## src/sv/assert_macros.svh

```systemverilog
// ----------------------------------------------------------------------------
// Assertion macros
// Shared concurrent assertion forms for the files that check their own logic.
// ----------------------------------------------------------------------------
// Every macro samples on the rising clock edge and is disabled while reset is low.
`ifndef ASSERT_MACROS_SVH
`define ASSERT_MACROS_SVH

// The expression must hold at every clock edge.
`define ASSERT_ALWAYS(label, clk, rst_n, expr) \
	label: assert property (@(posedge clk) disable iff (!rst_n) (expr)) \
		else $error("assertion failed: invariant does not hold");

// When pre holds, post must hold in the next cycle.
`define ASSERT_NEXT(label, clk, rst_n, pre, post) \
	label: assert property (@(posedge clk) disable iff (!rst_n) (pre) |=> (post)) \
		else $error("assertion failed: next-cycle check does not hold");

`endif

```

## src/sv/cmqb_pkg.sv

```systemverilog
// ----------------------------------------------------------------------------
// Classed multi-queue buffer package
// Item types, codes and defaults shared by the controller, datapath and top.
// ----------------------------------------------------------------------------
package cmqb_pkg;

	localparam int NUM_ZONES_DEF      = 14;
	localparam int NUM_CLASSES_DEF    = 4;
	localparam int BUFFER_ENTRIES_DEF = 64;

	localparam int LIMIT_W   = 24;
	localparam int CFG_IDX_W = 2;

	// Configuration register indexes.
	localparam logic [CFG_IDX_W-1:0] REG_SMALL  = 2'd0;
	localparam logic [CFG_IDX_W-1:0] REG_MEDIUM = 2'd1;
	localparam logic [CFG_IDX_W-1:0] REG_LARGE  = 2'd2;

	// Threshold reset values: 0.005 m3, 0.02 m3 and 8 m3 in cubic centimeters.
	localparam logic [LIMIT_W-1:0] SMALL_RST  = 24'd5000;
	localparam logic [LIMIT_W-1:0] MEDIUM_RST = 24'd20000;
	localparam logic [LIMIT_W-1:0] LARGE_RST  = 24'd8000000;

	// Operation codes.
	localparam logic FUNC_ENQ = 1'b0;
	localparam logic FUNC_DEQ = 1'b1;

	// Result status codes.
	localparam logic [2:0] STAT_ENQUEUED = 3'd0;
	localparam logic [2:0] STAT_DEQUEUED = 3'd1;
	localparam logic [2:0] STAT_EMPTY    = 3'd2;
	localparam logic [2:0] STAT_INVALID  = 3'd3;
	localparam logic [2:0] STAT_FULL     = 3'd4;

	typedef struct packed {
		logic        func;
		logic [3:0]  zone;
		logic [23:0] volume;
		logic [2:0]  wanted_class;
		logic [31:0] amount_in;
		logic [30:0] merchant_in;
		logic [31:0] tag_in;
	} req_item_t;

	typedef struct packed {
		logic [2:0]  status;
		logic [1:0]  class_out;
		logic [31:0] amount_out;
		logic [30:0] merchant_out;
		logic [31:0] tag_out;
	} rsp_item_t;

	// One stored buffer entry.
	typedef struct packed {
		logic [31:0] amount;
		logic [30:0] merchant;
		logic [31:0] tag;
	} entry_t;

	// Controller to datapath.
	typedef struct packed {
		logic accept;
		logic fetch;
		logic exec;
	} dp_cmd_t;

	// Datapath to controller.
	typedef struct packed {
		logic need_fetch;
		logic out_busy;
	} dp_stat_t;

endpackage

```

## src/sv/cmqb_ctrl.sv

```systemverilog
// ----------------------------------------------------------------------------
// Classed multi-queue buffer controller
// Sequences each item through accept, optional entry fetch and commit.
// ----------------------------------------------------------------------------
module cmqb_ctrl (
	input  logic               clk,
	input  logic               arst_n,
	input  logic               req_valid,
	output logic               req_stall,
	input  cmqb_pkg::dp_stat_t stat,
	output cmqb_pkg::dp_cmd_t  cmd
);
	import cmqb_pkg::*;

	localparam logic [1:0] S_IDLE  = 2'd0;
	localparam logic [1:0] S_FETCH = 2'd1;
	localparam logic [1:0] S_EXEC  = 2'd2;

	logic [1:0] state_q;
	logic [1:0] state_d;

	assign req_stall  = (state_q != S_IDLE);
	assign cmd.accept = (state_q == S_IDLE) && req_valid;
	assign cmd.fetch  = (state_q == S_FETCH);
	assign cmd.exec   = (state_q == S_EXEC) && !stat.out_busy;

	always_comb begin
		state_d = state_q;
		case (state_q)
			S_IDLE: begin
				if (cmd.accept) begin
					state_d = stat.need_fetch ? S_FETCH : S_EXEC;
				end
			end
			S_FETCH: begin
				state_d = S_EXEC;
			end
			S_EXEC: begin
				if (cmd.exec) begin
					state_d = S_IDLE;
				end
			end
			default: begin
				state_d = S_IDLE;
			end
		endcase
	end

	always_ff @(posedge clk or negedge arst_n) begin
		if (!arst_n) begin
			state_q <= S_IDLE;
		end else begin
			state_q <= state_d;
		end
	end

endmodule

```

## config.mk

```make
export PLATFORM = sky130hd
export DESIGN_NAME = cmqb_ctrl
export DESIGN_NICKNAME = d
export VERILOG_FILES = /design/src/sv/assert_macros.svh /design/src/sv/cmqb_pkg.sv /design/src/sv/cmqb_ctrl.sv
export SDC_FILE = /design/constraint.sdc
export NUM_CORES = 1
export LEC_CHECK = 0
export ABC_AREA = 1
export BUFFER_PORTS_ARGS = -buffer_cell sky130_fd_sc_hd__buf_2
export CAP_MARGIN = 20
export CORE_AREA = 5 5 42 44
export DETAILED_ROUTE_END_ITERATION = 7
export DIE_AREA = 0 0 47 49
export PLACE_DENSITY = 0.3
export SLEW_MARGIN = 30
export SYNTH_ARGS = -nofsm -noshare
export SYNTH_HDL_FRONTEND = slang
export SYNTH_SLANG_ARGS = --single-unit
```

## constraint.sdc

```tcl
create_clock -name clk -period 1.3 [get_ports clk]
set_input_delay 0.13 -clock clk [delete_from_list [all_inputs] [get_ports clk]]
set_output_delay 0.13 -clock clk [all_outputs]
set_load 0.005 [all_outputs]
```

## After elaboration in Yosys (flattened, before gate mapping)

Index checks and enable logic that the tools add are counted.

| storage, ports and cells | value |
|---|---|
| bits in registers | 2 |

| cells by class | value |
|---|---|
| equal/unequal tests | 4 |
| mux-type cells | 4 |
| reductions and logical operators | 6 |

Operator list:

| cell | number |
|---|---|
| $mux 2 | 3 |
| $pmux 2 s3 | 1 |
| $ne 2x2->1 const B | 2 |
| $eq 2x1->1 const B | 1 |
| $eq 2x2->1 const B | 1 |
| $logic_and 1x1->1 | 2 |
| $logic_not 2->1 | 1 |
| $reduce_and 2->1 | 1 |
| $reduce_bool 2->1 | 1 |
| $logic_not 1->1 | 1 |

## Longest topological paths before layout

| depth | value |
|---|---|
| depth after elaboration | 4 |
| mapped depth | 3 |
| depth with buffers taken out | 3 |

## Worst setup path before layout

Ideal clock, no wire load.

| timing | value |
|---|---|
| kind | reg-to-output |
| start point | register state_q[1] |
| end point | output port cmd[2] (netlist bit) |
| arrival | 0.617 ns |
| data required time | 1.170 ns |
| slack | 0.553 ns |
| cell stages (with the launch flop) | 4 |
| buffers on the path | 0 |
| cells stage by stage | dfrtp_1 > inv_2 > nand2_2 > nor2_1 |

RTL lines:

| what | RTL line | RTL |
|---|---|---|
| start: declaration | cmqb_ctrl.sv:19 | `logic [1:0] state_q;` |
| start signal: assignment | cmqb_ctrl.sv:53 | `state_q <= state_d;` |
| end: declaration | cmqb_ctrl.sv:11 | `output cmqb_pkg::dp_cmd_t cmd` |

==> impl_metrics.py <==
metrics = {
    "outcome": {
        "status": "complete, no violations",
    },
    "grt": {
        "overflow": 0,
        "grt_pass1_vias": 176,
        "grt_pass1_wl_um": 676,
        "grt.total_usage_pct": 4.37,
        "antenna_found_initial": 0,
        "grt_max_degree": 5,
    },
    "placed_design": {
        "port_buffers": 8,
        "numPlacedInstances": 39,
        "gp_congestion": 0.651,
        "dpl.hpwl_um": 280,
        "dp_slack_ns": 0.454,
    },
    "final_layout": {
        "diodes": 0,
        "syn2layout_area_growth_pct": 82.2,
        "layout-drive-gt1-share_pct": 55.6,
        "layout_common_cells": "buf_2, inv_1, nand3_1, clkbuf_4",
        "top_register": "state_q",
        "fin_nets": 34,
        "mostFrequentLayoutCell": "buf_2",
        "reg_top3": "state_q (2)",
        "multi_input_area_um2": 43.8,
        "fillers": 173,
        "instances_no_fill": 43,
        "largest_reg_flops": 2,
        "fin_util_pct": 14.6,
        "regArea_um2": 50.0,
    },
    "critical_path": {
        "end_kind": "primary output",
        "crit_required_ns": 1.17,
        "cp_top_family": "flip-flops",
        "cp.arrival_ns": 0.95,
        "crit_path_max_incr_delay_ns": 0.38,
        "critical_path_class": "reg2out",
        "path_cells": "inv_2, nand2_2, nor2_1, buf_2",
        "cp-start-kind": "register",
        "crit_fanout": 4,
        "cp_num_buf_inv": 2,
        "critPathSlowestCell": "dfrtp_1",
    },
    "detailed_routing": {
        "first_iter_violations": 1,
        "drc_errors": 0,
        "ant_nets": 0,
        "dr_total_vias": 140,
        "routed_wl_um": 349,
        "viasPerCell": 3.26,
        "wl_per_cell_um": 8.12,
        "drtPass1Iterations": 2,
    },
    "floorplanning": {
        "die_h_um": 49,
        "initial_core_util_pct": 8.04,
        "pin_count": 9,
        "die-area_um2": 2300,
        "rows": 14,
        "fp.dieW_um": 47,
        "core-area_um2": 1400,
    },
    "sta": {
        "worst_pin_slew_ns": 0.145,
        "fmax_ghz": 0.929,
        "setup_viol": 0,
        "period_share_pct": 82.8,
        "period_needed_ns": 1.08,
        "tns_ns": 0,
        "skew_ns": 0.000302,
        "slew-limit-headroom_pct": 90.3,
        "slew_viol_final": 0,
        "finalHoldViolations": 0,
        "fin_ws_ns": 0.223,
        "rsz0062_at_grt": "false",
    },
    "yosys": {
        "syn_area_per_cell_um2": 7.51,
        "synth.distinct_cells": 9,
        "synth_seq_area_share_pct": 44.4,
        "syn-num-nets": 20,
        "ys_ff_latch": 2,
        "netlist_instances": 15,
        "yosysWarnings": 0,
        "syn_area_um2": 113,
    },
    "power": {
        "power.density_nw_per_um2": 1430,
        "ir_worst_vdd_mv": 0.247,
        "power_w": 0.000293,
        "p_leak_nw": 0.121,
    },
    "hold_path": {
        "hold_path_class": "in2reg",
    },
    "clock_tree": {
        "cts.path.max_buffers": 2,
        "cts_hold_buf": 1,
        "clk_latency_ns": 0.22,
        "cts_setup_buffers": 0,
        "numCtsBuffers": 3,
        "cts.htree.levels": 1,
        "cts_sinks": 2,
        "clk_pin_slew_worst_paths_ns": 0.03,
        "cts_tree": "yes",
        "cts_resized": 0,
        "clockRootBuffer": "clkbuf_4",
    },
    "flow_run": {
        "maxCapViolCount": 0,
    },
}
[cell usage after synthesis (all sizes together)]
master	count	share of area, %
dfrtp	2	44
nand2	2	8.9
nor2	1	3.3
nor3	2	13
inv	5	17
nand3	3	13
[cells by family (layout without fill, tap and decap cells)]
kind of cell	Yosys count	count (layout)	share of synthesized area (%)
flip-flops	2	2	44.4
buffers and inverters	5	17	16.7
AND/OR/NAND/NOR	8	8	38.9
[tightest hold or removal path, delay by kind of cell]
kind	cells	cell delay (ns)
simple gates	1	0.05
buf+inv	2	0.16
[per-stage QoR]
| step | hold slack [ns] | instance area, µm² |
|---|---|---|
| after floorplan | -0.166 | 113 |
| after global placement | -0.0820 | 173 |
| after detailed placement | -0.0813 | 173 |
| after CTS | 0.157 | 205 |
| after global routing | 0.183 | 205 |
| final | 0.163 | 205 |
[power by group]
part,internal (W),leakage [nW],switching (W)
clock network,0.000102,0.0138,0.0000345
registers,0.0000732,0.0258,0.00000787
logic,0.0000347,0.0817,0.0000415
[per-layer routing]
metal,routed length [µm],global-route usage (%),vias up
li1,-,-,71
met1,173,5.27,58
met2,105,3.85,11
met3,70,4.43,0
met4,0,4.15,0
met5,0,0,-
[final timing paths]
kind,depth (start not counted),endpoint,slack [ns],start
worst min-delay path,3,state_q[0]$_DFFE_PN0P_,0.16,stat[1]
worst max-delay path,4,cmd[2],0.22,state_q[1]$_DFFE_PN0P_
min in group asynchronous,2,state_q[1]$_DFFE_PN0P_,0.23,arst_n
worst min register to register,2,state_q[1]$_DFFE_PN0P_,0.54,state_q[1]$_DFFE_PN0P_
worst max register to register,3,state_q[0]$_DFFE_PN0P_,0.58,state_q[1]$_DFFE_PN0P_
max in group asynchronous,2,state_q[0]$_DFFE_PN0P_,0.97,arst_n
[final cells by class]
type	count	area share (%)
Multi-Input combinational cell	8	21.3
Timing Repair Buffer	9	24.4
Tap cell	16	9.76
Inverter	5	9.15
Clock buffer	3	11.0
Sequential cell	2	24.4
No activity file was read; power rests on OpenSTA's default activity.
